**src/usbep0_pkg.sv**
```systemverilog
// ----------------------------------------------------------------------------
// usbep0_pkg: shared codes for the control endpoint responder
// Event, action, phase, data source and request codes, and descriptor sizes.
// ----------------------------------------------------------------------------
package usbep0_pkg;

	// Event codes on the input channel
	localparam logic [2:0] OP_BUS_RESET     = 3'd0;
	localparam logic [2:0] OP_CONNECT_DONE  = 3'd1;
	localparam logic [2:0] OP_DISCONNECT    = 3'd2;
	localparam logic [2:0] OP_XFER_COMPLETE = 3'd3;
	localparam logic [2:0] OP_NRDY_DATA     = 3'd4;
	localparam logic [2:0] OP_NRDY_STATUS   = 3'd5;

	// Endpoint actions on the result channel
	localparam logic [2:0] ACT_NONE       = 3'd0;
	localparam logic [2:0] ACT_ARM_SETUP  = 3'd1;
	localparam logic [2:0] ACT_QUEUE_DATA = 3'd2;
	localparam logic [2:0] ACT_STATUS2    = 3'd3;
	localparam logic [2:0] ACT_STATUS3    = 3'd4;
	localparam logic [2:0] ACT_STALL      = 3'd5;

	// Data stage sources
	localparam logic [3:0] SRC_NONE      = 4'd0;
	localparam logic [3:0] SRC_QUALIFIER = 4'd3;
	localparam logic [3:0] SRC_STRING0   = 4'd4;
	localparam logic [3:0] SRC_REPLY     = 4'd8;

	// Standard request codes
	localparam logic [7:0] REQ_GET_STATUS        = 8'd0;
	localparam logic [7:0] REQ_CLEAR_FEATURE     = 8'd1;
	localparam logic [7:0] REQ_SET_FEATURE       = 8'd3;
	localparam logic [7:0] REQ_SET_ADDRESS       = 8'd5;
	localparam logic [7:0] REQ_GET_DESCRIPTOR    = 8'd6;
	localparam logic [7:0] REQ_GET_CONFIGURATION = 8'd8;
	localparam logic [7:0] REQ_SET_CONFIGURATION = 8'd9;
	localparam logic [7:0] REQ_GET_INTERFACE     = 8'd10;
	localparam logic [7:0] REQ_SET_INTERFACE     = 8'd11;

	// Descriptor types (high byte of wValue)
	localparam logic [7:0] DT_DEVICE    = 8'd1;
	localparam logic [7:0] DT_CONFIG    = 8'd2;
	localparam logic [7:0] DT_STRING    = 8'd3;
	localparam logic [7:0] DT_QUALIFIER = 8'd6;
	localparam logic [7:0] NUM_STRINGS  = 8'd4;

	// Control transfer phase
	typedef enum logic [2:0] {
		PH_SETUP  = 3'b001,
		PH_DATA   = 3'b010,
		PH_STATUS = 3'b100
	} phase_t;

	// Descriptor byte count by source code (low three bits)
	function automatic logic [5:0] desc_length(input logic [2:0] src);
		logic [5:0] len;
		case (src)
			3'd1:    len = 6'd18;
			3'd2:    len = 6'd32;
			3'd3:    len = 6'd10;
			3'd4:    len = 6'd4;
			3'd5:    len = 6'd10;
			3'd6:    len = 6'd18;
			3'd7:    len = 6'd34;
			default: len = 6'd0;
		endcase
		return len;
	endfunction

endpackage

```
**src/usb_control_endpoint_responder.sv**
```systemverilog
// ----------------------------------------------------------------------------
// usb_control_endpoint_responder: endpoint zero standard request handler
// Turns decoded controller events into endpoint actions, one result each.
// ----------------------------------------------------------------------------
// Usage:
//   Input channel (event_valid/event_ready) carries one decoded controller
//   event per transfer: bus reset, connect done, disconnect, transfer
//   complete (setup fields read only in setup phase), not ready data and
//   not ready status. Output channel (result_valid/result_ready) carries
//   exactly one result per event: the endpoint action, data stage details,
//   address programming, configured state and bulk enable/disable pulses.
//   Path: an accepted event goes into the input register, then is decoded
//   into the result register, which drives the result channel. Throughput:
//   one event per clock while the result channel is not stalled; the decode
//   reads the endpoint state and writes it back with the result register, so
//   back-to-back events each see the state left by the one before.
//   A stalled receiver holds the result register; the input register keeps
//   taking one more event and then ready drops until the result is taken.
//   Reset: asynchronous, active low. Both stages empty, phase back to setup,
//   held request and data cleared, not configured.
// ----------------------------------------------------------------------------
module usb_control_endpoint_responder #(
	parameter int MAX_PACKET = 64
) (
	input  logic        clk,
	input  logic        arst_n,
	// event channel
	input  logic        event_valid,
	output logic        event_ready,
	input  logic [2:0]  operation,
	input  logic        direction_in,
	input  logic [7:0]  setup_request_type,
	input  logic [7:0]  setup_request,
	input  logic [15:0] setup_value,
	input  logic [15:0] setup_length,
	// result channel
	output logic        result_valid,
	input  logic        result_ready,
	output logic [2:0]  action,
	output logic        queue_endpoint,
	output logic [6:0]  transfer_length,
	output logic [3:0]  data_source,
	output logic [15:0] reply_data,
	output logic        address_write,
	output logic [6:0]  device_address,
	output logic        is_configured,
	output logic        bulk_enable_request,
	output logic        bulk_disable_request
);
	import usbep0_pkg::*;

	// Packets needed for the longest held length (six bits)
	localparam int MaxPkts = (63 + MAX_PACKET - 1) / MAX_PACKET;

	// ---------------- input register ----------------
	logic        valid_s1;
	logic [2:0]  op_s1;
	logic        dir_s1;
	logic [7:0]  rtype_s1;
	logic [7:0]  req_s1;
	logic [15:0] value_s1;
	logic [15:0] wlen_s1;

	// ---------------- result register ----------------
	logic        valid_s2;
	logic [2:0]  action_s2;
	logic        qep_s2;
	logic [6:0]  tlen_s2;
	logic [3:0]  src_s2;
	logic [15:0] reply_s2;
	logic        addr_wr_s2;
	logic [6:0]  addr_s2;
	logic        cfg_s2;
	logic        bulk_en_s2;
	logic        bulk_dis_s2;

	// ---------------- endpoint state ----------------
	phase_t      phase_q;
	logic [15:0] hreq_len_q;
	logic [3:0]  hsrc_q;
	logic [5:0]  hlen_q;
	logic [15:0] hreply_q;
	logic        cfg_q;

	// stage 1 moves forward whenever the result register is free or drains
	logic adv;
	assign adv         = !valid_s2 || result_ready;
	assign event_ready = !valid_s1 || adv;

	// ---------------- decode ----------------
	phase_t      nxt_phase;
	logic [15:0] nxt_hreq_len;
	logic [3:0]  nxt_hsrc;
	logic [5:0]  nxt_hlen;
	logic [15:0] nxt_hreply;
	logic        nxt_cfg;
	logic [2:0]  d_action;
	logic        d_qep;
	logic [6:0]  d_tlen;
	logic [3:0]  d_src;
	logic [15:0] d_reply;
	logic        d_addr_wr;
	logic [6:0]  d_addr;
	logic        d_bulk_en;
	logic        d_bulk_dis;

	logic        setup_ok;
	logic [3:0]  ld_src;
	logic [5:0]  ld_len;
	logic [15:0] ld_reply;
	logic        ld_hold;
	logic [6:0]  out_round;

	// OUT data stages round up to whole packets; at most MaxPkts packets
	always_comb begin
		out_round = {1'b0, hlen_q};
		for (int k = MaxPkts; k >= 1; k--) begin
			if (int'(hlen_q) <= k * MAX_PACKET && hlen_q != 6'd0) begin
				out_round = 7'(k * MAX_PACKET);
			end
		end
	end

	// Standard request decode of the setup fields
	always_comb begin
		setup_ok  = 1'b0;
		ld_hold   = 1'b0;
		ld_src    = SRC_NONE;
		ld_len    = 6'd0;
		ld_reply  = 16'd0;
		d_addr_wr = 1'b0;
		d_addr    = 7'd0;
		d_bulk_en = 1'b0;
		nxt_cfg   = cfg_q;
		if (rtype_s1[6:5] == 2'b00) begin
			case (req_s1)
				REQ_GET_STATUS: begin
					setup_ok = 1'b1;
					ld_hold  = 1'b1;
					ld_src   = SRC_REPLY;
					ld_len   = 6'd2;
					ld_reply = 16'h0001;
				end
				REQ_CLEAR_FEATURE, REQ_SET_FEATURE, REQ_SET_INTERFACE: begin
					setup_ok = 1'b1;
				end
				REQ_SET_ADDRESS: begin
					setup_ok  = 1'b1;
					d_addr_wr = 1'b1;
					d_addr    = value_s1[6:0];
				end
				REQ_GET_DESCRIPTOR: begin
					if (value_s1[15:8] == DT_DEVICE || value_s1[15:8] == DT_CONFIG) begin
						setup_ok = 1'b1;
						ld_src   = value_s1[11:8];
					end else if (value_s1[15:8] == DT_QUALIFIER) begin
						setup_ok = 1'b1;
						ld_src   = SRC_QUALIFIER;
					end else if (value_s1[15:8] == DT_STRING && value_s1[7:0] < NUM_STRINGS) begin
						setup_ok = 1'b1;
						ld_src   = SRC_STRING0 + {2'b00, value_s1[1:0]};
					end
					ld_hold = setup_ok;
					ld_len  = desc_length(ld_src[2:0]);
				end
				REQ_GET_CONFIGURATION: begin
					setup_ok = 1'b1;
					ld_hold  = 1'b1;
					ld_src   = SRC_REPLY;
					ld_len   = 6'd1;
					ld_reply = {15'd0, cfg_q};
				end
				REQ_SET_CONFIGURATION: begin
					if (value_s1[7:0] == 8'd1) begin
						setup_ok  = 1'b1;
						nxt_cfg   = 1'b1;
						d_bulk_en = 1'b1;
					end else if (value_s1[7:0] == 8'd0) begin
						setup_ok = 1'b1;
						nxt_cfg  = 1'b0;
					end
				end
				REQ_GET_INTERFACE: begin
					setup_ok = 1'b1;
					ld_hold  = 1'b1;
					ld_src   = SRC_REPLY;
					ld_len   = 6'd1;
				end
				default: setup_ok = 1'b0;
			endcase
		end
	end

	// Event dispatch: result fields and next endpoint state
	always_comb begin
		nxt_phase    = phase_q;
		nxt_hreq_len = hreq_len_q;
		nxt_hsrc     = hsrc_q;
		nxt_hlen     = hlen_q;
		nxt_hreply   = hreply_q;
		d_action     = ACT_NONE;
		d_qep        = 1'b0;
		d_tlen       = 7'd0;
		d_src        = SRC_NONE;
		d_reply      = 16'd0;
		d_bulk_dis   = 1'b0;
		case (op_s1)
			OP_BUS_RESET: begin
				nxt_phase  = PH_SETUP;
				d_action   = ACT_ARM_SETUP;
				d_bulk_dis = 1'b1;
			end
			OP_CONNECT_DONE: begin
				nxt_phase = PH_SETUP;
				d_action  = ACT_ARM_SETUP;
			end
			OP_XFER_COMPLETE: begin
				if (phase_q == PH_SETUP) begin
					nxt_hreq_len = wlen_s1;
					nxt_hsrc     = ld_hold ? ld_src : SRC_NONE;
					nxt_hreply   = ld_hold ? ld_reply : 16'd0;
					// every data stage clipped to wLength
					if (!ld_hold) begin
						nxt_hlen = 6'd0;
					end else if (wlen_s1 < {10'd0, ld_len}) begin
						nxt_hlen = wlen_s1[5:0];
					end else begin
						nxt_hlen = ld_len;
					end
					if (!setup_ok) begin
						d_action  = ACT_STALL;
						nxt_phase = PH_SETUP;
					end
				end else if (phase_q == PH_STATUS) begin
					d_action  = ACT_ARM_SETUP;
					nxt_phase = PH_SETUP;
				end
			end
			OP_NRDY_DATA: begin
				if (hsrc_q == SRC_NONE || hlen_q == 6'd0) begin
					d_action  = ACT_STALL;
					nxt_phase = PH_SETUP;
				end else begin
					d_action  = ACT_QUEUE_DATA;
					d_qep     = dir_s1;
					d_tlen    = dir_s1 ? {1'b0, hlen_q} : out_round;
					d_src     = hsrc_q;
					d_reply   = (hsrc_q == SRC_REPLY) ? hreply_q : 16'd0;
					nxt_phase = PH_DATA;
				end
			end
			OP_NRDY_STATUS: begin
				d_action  = (hreq_len_q != 16'd0) ? ACT_STATUS3 : ACT_STATUS2;
				d_qep     = dir_s1;
				nxt_phase = PH_STATUS;
			end
			default: d_action = ACT_NONE;
		endcase
	end

	// Setup side effects gated here so the decode stays flat, plus bus reset and disconnect
	logic       setup_evt;
	logic       f_cfg;
	logic       f_addr_wr;
	logic [6:0] f_addr;
	assign setup_evt = (op_s1 == OP_XFER_COMPLETE) && (phase_q == PH_SETUP);

	always_comb begin
		f_cfg     = cfg_q;
		f_addr_wr = 1'b0;
		f_addr    = 7'd0;
		if (op_s1 == OP_BUS_RESET || op_s1 == OP_DISCONNECT) begin
			f_cfg = 1'b0;
		end
		if (op_s1 == OP_BUS_RESET) begin
			f_addr_wr = 1'b1;
		end
		if (setup_evt) begin
			f_cfg     = nxt_cfg;
			f_addr_wr = d_addr_wr;
			f_addr    = d_addr;
		end
	end

	// ---------------- registers ----------------
	always_ff @(posedge clk or negedge arst_n) begin
		if (!arst_n) begin
			valid_s1 <= 1'b0;
		end else if (event_ready) begin
			valid_s1 <= event_valid;
		end
	end

	always_ff @(posedge clk) begin
		if (event_ready && event_valid) begin
			op_s1    <= operation;
			dir_s1   <= direction_in;
			rtype_s1 <= setup_request_type;
			req_s1   <= setup_request;
			value_s1 <= setup_value;
			wlen_s1  <= setup_length;
		end
	end

	always_ff @(posedge clk or negedge arst_n) begin
		if (!arst_n) begin
			valid_s2   <= 1'b0;
			phase_q    <= PH_SETUP;
			hreq_len_q <= 16'd0;
			hsrc_q     <= SRC_NONE;
			hlen_q     <= 6'd0;
			hreply_q   <= 16'd0;
			cfg_q      <= 1'b0;
		end else if (adv) begin
			valid_s2 <= valid_s1;
			if (valid_s1) begin
				phase_q    <= nxt_phase;
				hreq_len_q <= nxt_hreq_len;
				hsrc_q     <= nxt_hsrc;
				hlen_q     <= nxt_hlen;
				hreply_q   <= nxt_hreply;
				cfg_q      <= f_cfg;
			end
		end
	end

	always_ff @(posedge clk) begin
		if (adv && valid_s1) begin
			action_s2   <= d_action;
			qep_s2      <= d_qep;
			tlen_s2     <= d_tlen;
			src_s2      <= d_src;
			reply_s2    <= d_reply;
			addr_wr_s2  <= f_addr_wr;
			addr_s2     <= f_addr;
			cfg_s2      <= f_cfg;
			bulk_en_s2  <= setup_evt && d_bulk_en;
			bulk_dis_s2 <= d_bulk_dis;
		end
	end

	assign result_valid         = valid_s2;
	assign action               = action_s2;
	assign queue_endpoint       = qep_s2;
	assign transfer_length      = tlen_s2;
	assign data_source          = src_s2;
	assign reply_data           = reply_s2;
	assign address_write        = addr_wr_s2;
	assign device_address       = addr_s2;
	assign is_configured        = cfg_s2;
	assign bulk_enable_request  = bulk_en_s2;
	assign bulk_disable_request = bulk_dis_s2;

endmodule

```
**config.mk**
```make
export PLATFORM = sky130hd
export DESIGN_NAME = usb_control_endpoint_responder
export DESIGN_NICKNAME = d
export VERILOG_FILES = /design/src/usbep0_pkg.sv /design/src/usb_control_endpoint_responder.sv
export SDC_FILE = /design/constraint.sdc
export NUM_CORES = 1
export LEC_CHECK = 0
export BUFFER_PORTS_ARGS = -buffer_cell sky130_fd_sc_hd__buf_2
export CAP_MARGIN = 40
export CORE_MARGIN = 2
export CORE_UTILIZATION = 45
export DETAILED_ROUTE_END_ITERATION = 10
export GPL_TIMING_DRIVEN = 0
export PLACE_DENSITY = 0.68
export SLEW_MARGIN = 20
export SYNTH_ARGS = -nofsm -noshare
export SYNTH_HDL_FRONTEND = slang
export SYNTH_SLANG_ARGS = --single-unit
```
**constraint.sdc**
```tcl
create_clock -name clk -period 7.1 [get_ports clk]
set_clock_uncertainty 0.2 [all_clocks]
set_input_delay 1.065 -clock clk [delete_from_list [all_inputs] [get_ports clk]]
set_output_delay 1.065 -clock clk [all_outputs]
set_load 0.02 [all_outputs]
```
==> results.md <==
- Gate power share: approximately an eighth
- Clock root cell: clkbuf_8
- Net Sw Frac: between 20% and 30%
- GRT Total Usage: between 15 and 20%
- P&R area growth vs syn: 18.0%
- Cell taking the most area after synthesis: edfxtp_1
- Seq. cell area: between 0.003 and 0.004 sq mm
- CTS tree: done
- Routability cong.: between 0.8 and 0.9
- Status: finished, final reports clean
- DIE WIDTH: 105 um
- RSZ-0062 raised after global routing: no
- Post_cts resized: 0
- Dpl cells: 601
- R2r setup slk: about 2.9 ns
- Final Hold Vio Count: 0
- Min Tclk post-route: 4.17 ns
- Max-cap viol count: 0
- CP max stage delay: ~0.58 ns
- # DRC: 0
- Initial DRC Count: approximately 190
- Share of post-route cells with drive strength above 1: approximately a quarter
- RR Startpoint: req_s1[5]
- Std-Cell Rows: 36
- Pleak: 2.26 nW
- Setup TNS: 0 ns
- Worst hold slack: 0.262 ns
- Final Cycle Share: 58.7%
- Sequential power share: approximately three fifths
- Hold Path Sink: hreq_len_q[14]
- Int Pwr: between 0.9 and 1 mW
- CP Capture Type: flip-flop
- CP Launch Type: flip-flop
- Area post-placement: 0.00525 sq mm
- Starting Density: ~47%
- Clock transition at path regs: 0.09 ns
- Total CTS buffers: 9
- Gate count after technology mapping: 374
- H-tree depth: 3
- Via count: ~3,100
- I/O pin cnt: 100
- Synth warn: 0
- Pre-Repair DR Iteration Count: 4
- Arr. time, crit path: roughly 4.2 ns
- Fmax: about 240 MHz
- Post-synthesis cell area: roughly 0.0046 sq mm
- Antenna diodes: 0
- Yosys cell types: 52
- Power share of the clock group: approximately a quarter
- Dpl hpwl: ~6400 um
- Final wirelength: about 8600 um
- Clock sinks: around 110
- Most common cell after layout, fill and taps aside: buf_2
- Seq/Total Area, Yosys: between 60% and 70%
- Clk buf depth: 2
- Non-Filler Instances: 617
- DRT antenna net count: 0
- Hold Startpoint: wlen_s1[14]
- Final Max Slew Viols: 0
- Top FF cell, synth: edfxtp_1
- Final Instance Area: around 0.0054 sq mm
- Fillers: between 800 and 900
- GRT overflow: 0
- Cell area power density: between 200 and 250 mW/mm^2
- Core area: between 0.009 and 0.01 sq mm
- Max FO, Critical Path: 7
- Fraction of registers with async set/reset: roughly 31%
- Die area: 0.0110 sq mm
- Setup violators final: 0
- First-pass GRT wire length: roughly 14,000 um
- Worst reg2reg endpoint: hlen_q[1]
- CP required: between 7 and 8 ns
- Yosys top cell area share: between 40% and 50%
- Synth Area per Inst: ~12 sq um
- Worst path slowest cell: or4_4
- CP Class: flip-flop to flip-flop
- Reg2reg path depth: 11
- Postcts setup bufs: 0
- Tightest Pin Transition: between 0.7 and 0.8 ns
- Largest net degree at the start of global routing: 36
- Nets: between 500 and 600
- Max-slew headroom: between 50% and 60%
- Die H: approximately 110 um
- Via/cell ratio: 5.09
- Synth area leaders: edfxtp_1 (48%), dfrtp_1 (17%), nand2_1 (4.8%)
- Cell chain of the critical path: or4_4 -> or4_1 -> buf_2 -> a211oi_2 -> nand2_1 -> ha_1 -> o211ai_1 -> nor4_1 -> a211o_1 -> nor4b_1 -> o31ai_2
- Switch Pwr: around 0.32 mW
- Initial antenna violation count: 0
- Multi-input logic area: between 0.001 and 0.0015 sq mm
- Most frequent cells in the layout: buf_2 (79), edfxtp_1 (73), nand2_1 (59)
- DR WL/cell: about 14 um
- FF+latch count, synth: 106
- Vias in the first global route: between 3,000 and 4,000
- VDD IR-drop max: approximately 0.00013 V
- CTS Hold Bufs: 0
- Min-delay worst type: flip-flop to flip-flop
- Post-synth EDFFs: 73
- Worst Hold Depth: 2
- I/O Buffers: between 70 and 80
- Worst skew pair latency: 0.36 ns
-- final cells by class --
type,instances,area share (%)
multi-input cells,248,26.5
plain buffers,25,2.93
well taps,133,3.07
repair buffers,80,8.08
inverters,9,0.623
flip-flops and latches,106,55.7
clock inverters,5,0.508
clock buffers,11,2.61
-- cells by family (layout without fill, tap and decap cells) --
family | count (synthesis) | in the layout | share of synthesized area, %
AND/OR/NAND/NOR | 170 | 170 | 19.6
flip-flops | 106 | 106 | 65.7
AO/OA/AOI/OAI | 53 | 53 | 7.98
buffers and inverters | 34 | 130 | 4.19
adder cells (fa/ha/maj) | 5 | 5 | 1.36
multiplexers | 5 | 5 | 1.12
other | 1 | 15 | 0.0816
-- per-stage QoR --
step	worst slack [ns]	total power [mW]	utilization (%)
3_3_place_gp	3.08	0.936	52.8
6_report	2.93	1.26	55.0
3_5_place_dp	2.98	0.947	53.3
4_1_cts	2.92	1.27	55.0
5_1_grt	2.63	1.32	55.0
2_1_floorplan	3.48	0.886	-
-- synthesized netlist by cell type, types with 2 or more instances --
cell type and number:
a2111oi_0 4, nand2_1 59, or3_1 3, o31ai_1 3
buf_4 17, or2_2 3, a211o_1 3, dfrtp_1 32
nand3b_1 4, mux2i_1 4, a31oi_1 2, nor2b_1 8
nor4_1 13, nor3b_1 2, nand4_1 3, o21ai_0 14
and3_1 9, nor2_1 15, ha_1 5, and3b_1 2
a21oi_1 10, a22o_1 3, edfxtp_1 73, inv_1 9
nand3_1 9, clkbuf_1 7, nand2b_1 10, a41oi_1 4
nor3_1 10, and2_1 12
-- power groups by stage --
stage               Sequential, mW  Combinational [mW]  Clock (mW)
floorplan                    0.792              0.0942           0
global placement             0.785               0.151           0
detailed placement           0.786               0.161           0
CTS                          0.773               0.161       0.335
global route                 0.782               0.179       0.359
finish                       0.773               0.160       0.325
-- worst max path at each step --
stage / to / slack, ns / cells after the start / from
final: hlen_q[1] / 2.93 / 11 / req_s1[5]
after detailed placement: hlen_q[1] / 2.98 / 11 / req_s1[5]
after global placement: hlen_q[1] / 3.08 / 11 / req_s1[5]
after CTS: hlen_q[1] / 2.92 / 11 / req_s1[5]
after floorplan: hlen_q[1] / 3.48 / 11 / req_s1[5]
after global routing: hlen_q[1] / 2.63 / 11 / req_s1[5]
-- metal layers --
| layer | GRT usage [%] | vias to the layer above | share of wire, % |
|---|---|---|---|
| met5 | 0 | - | 0 |
| met4 | 7.71 | 0 | 2.2 |
| met3 | 2.99 | 14 | 5.1 |
| met2 | 25.8 | 100 | 47 |
| met1 | 21.8 | 1469 | 46 |
| li1 | - | 1560 | - |
-- state kept, by name, summed over array words and instances, names as in the netlist, 2 cells and up --
| signal | cells |
|---|---|
| wlen_s1 | 16 |
| hreq_len_q | 16 |
| hsrc_q | 4 |
| action | 3 |
| hlen_q | 6 |
| rtype_s1 | 2 |
| data_source | 4 |
| transfer_length | 7 |
| op_s1 | 3 |
| value_s1 | 16 |
| req_s1 | 8 |
| phase_q | 3 |
| device_address | 7 |
-- worst max-delay path, delay by kind of cell, from the launching register on --
| family | cells | cell delay, ns |
|---|---|---|
| compound gates | 4 | 0.95 |
| fa+ha+maj | 1 | 0.33 |
| buf+inv | 1 | 0.17 |
| flops | 1 | 0.39 |
| simple gates | 5 | 2.02 |
No activity file was read; power rests on OpenSTA's default activity.
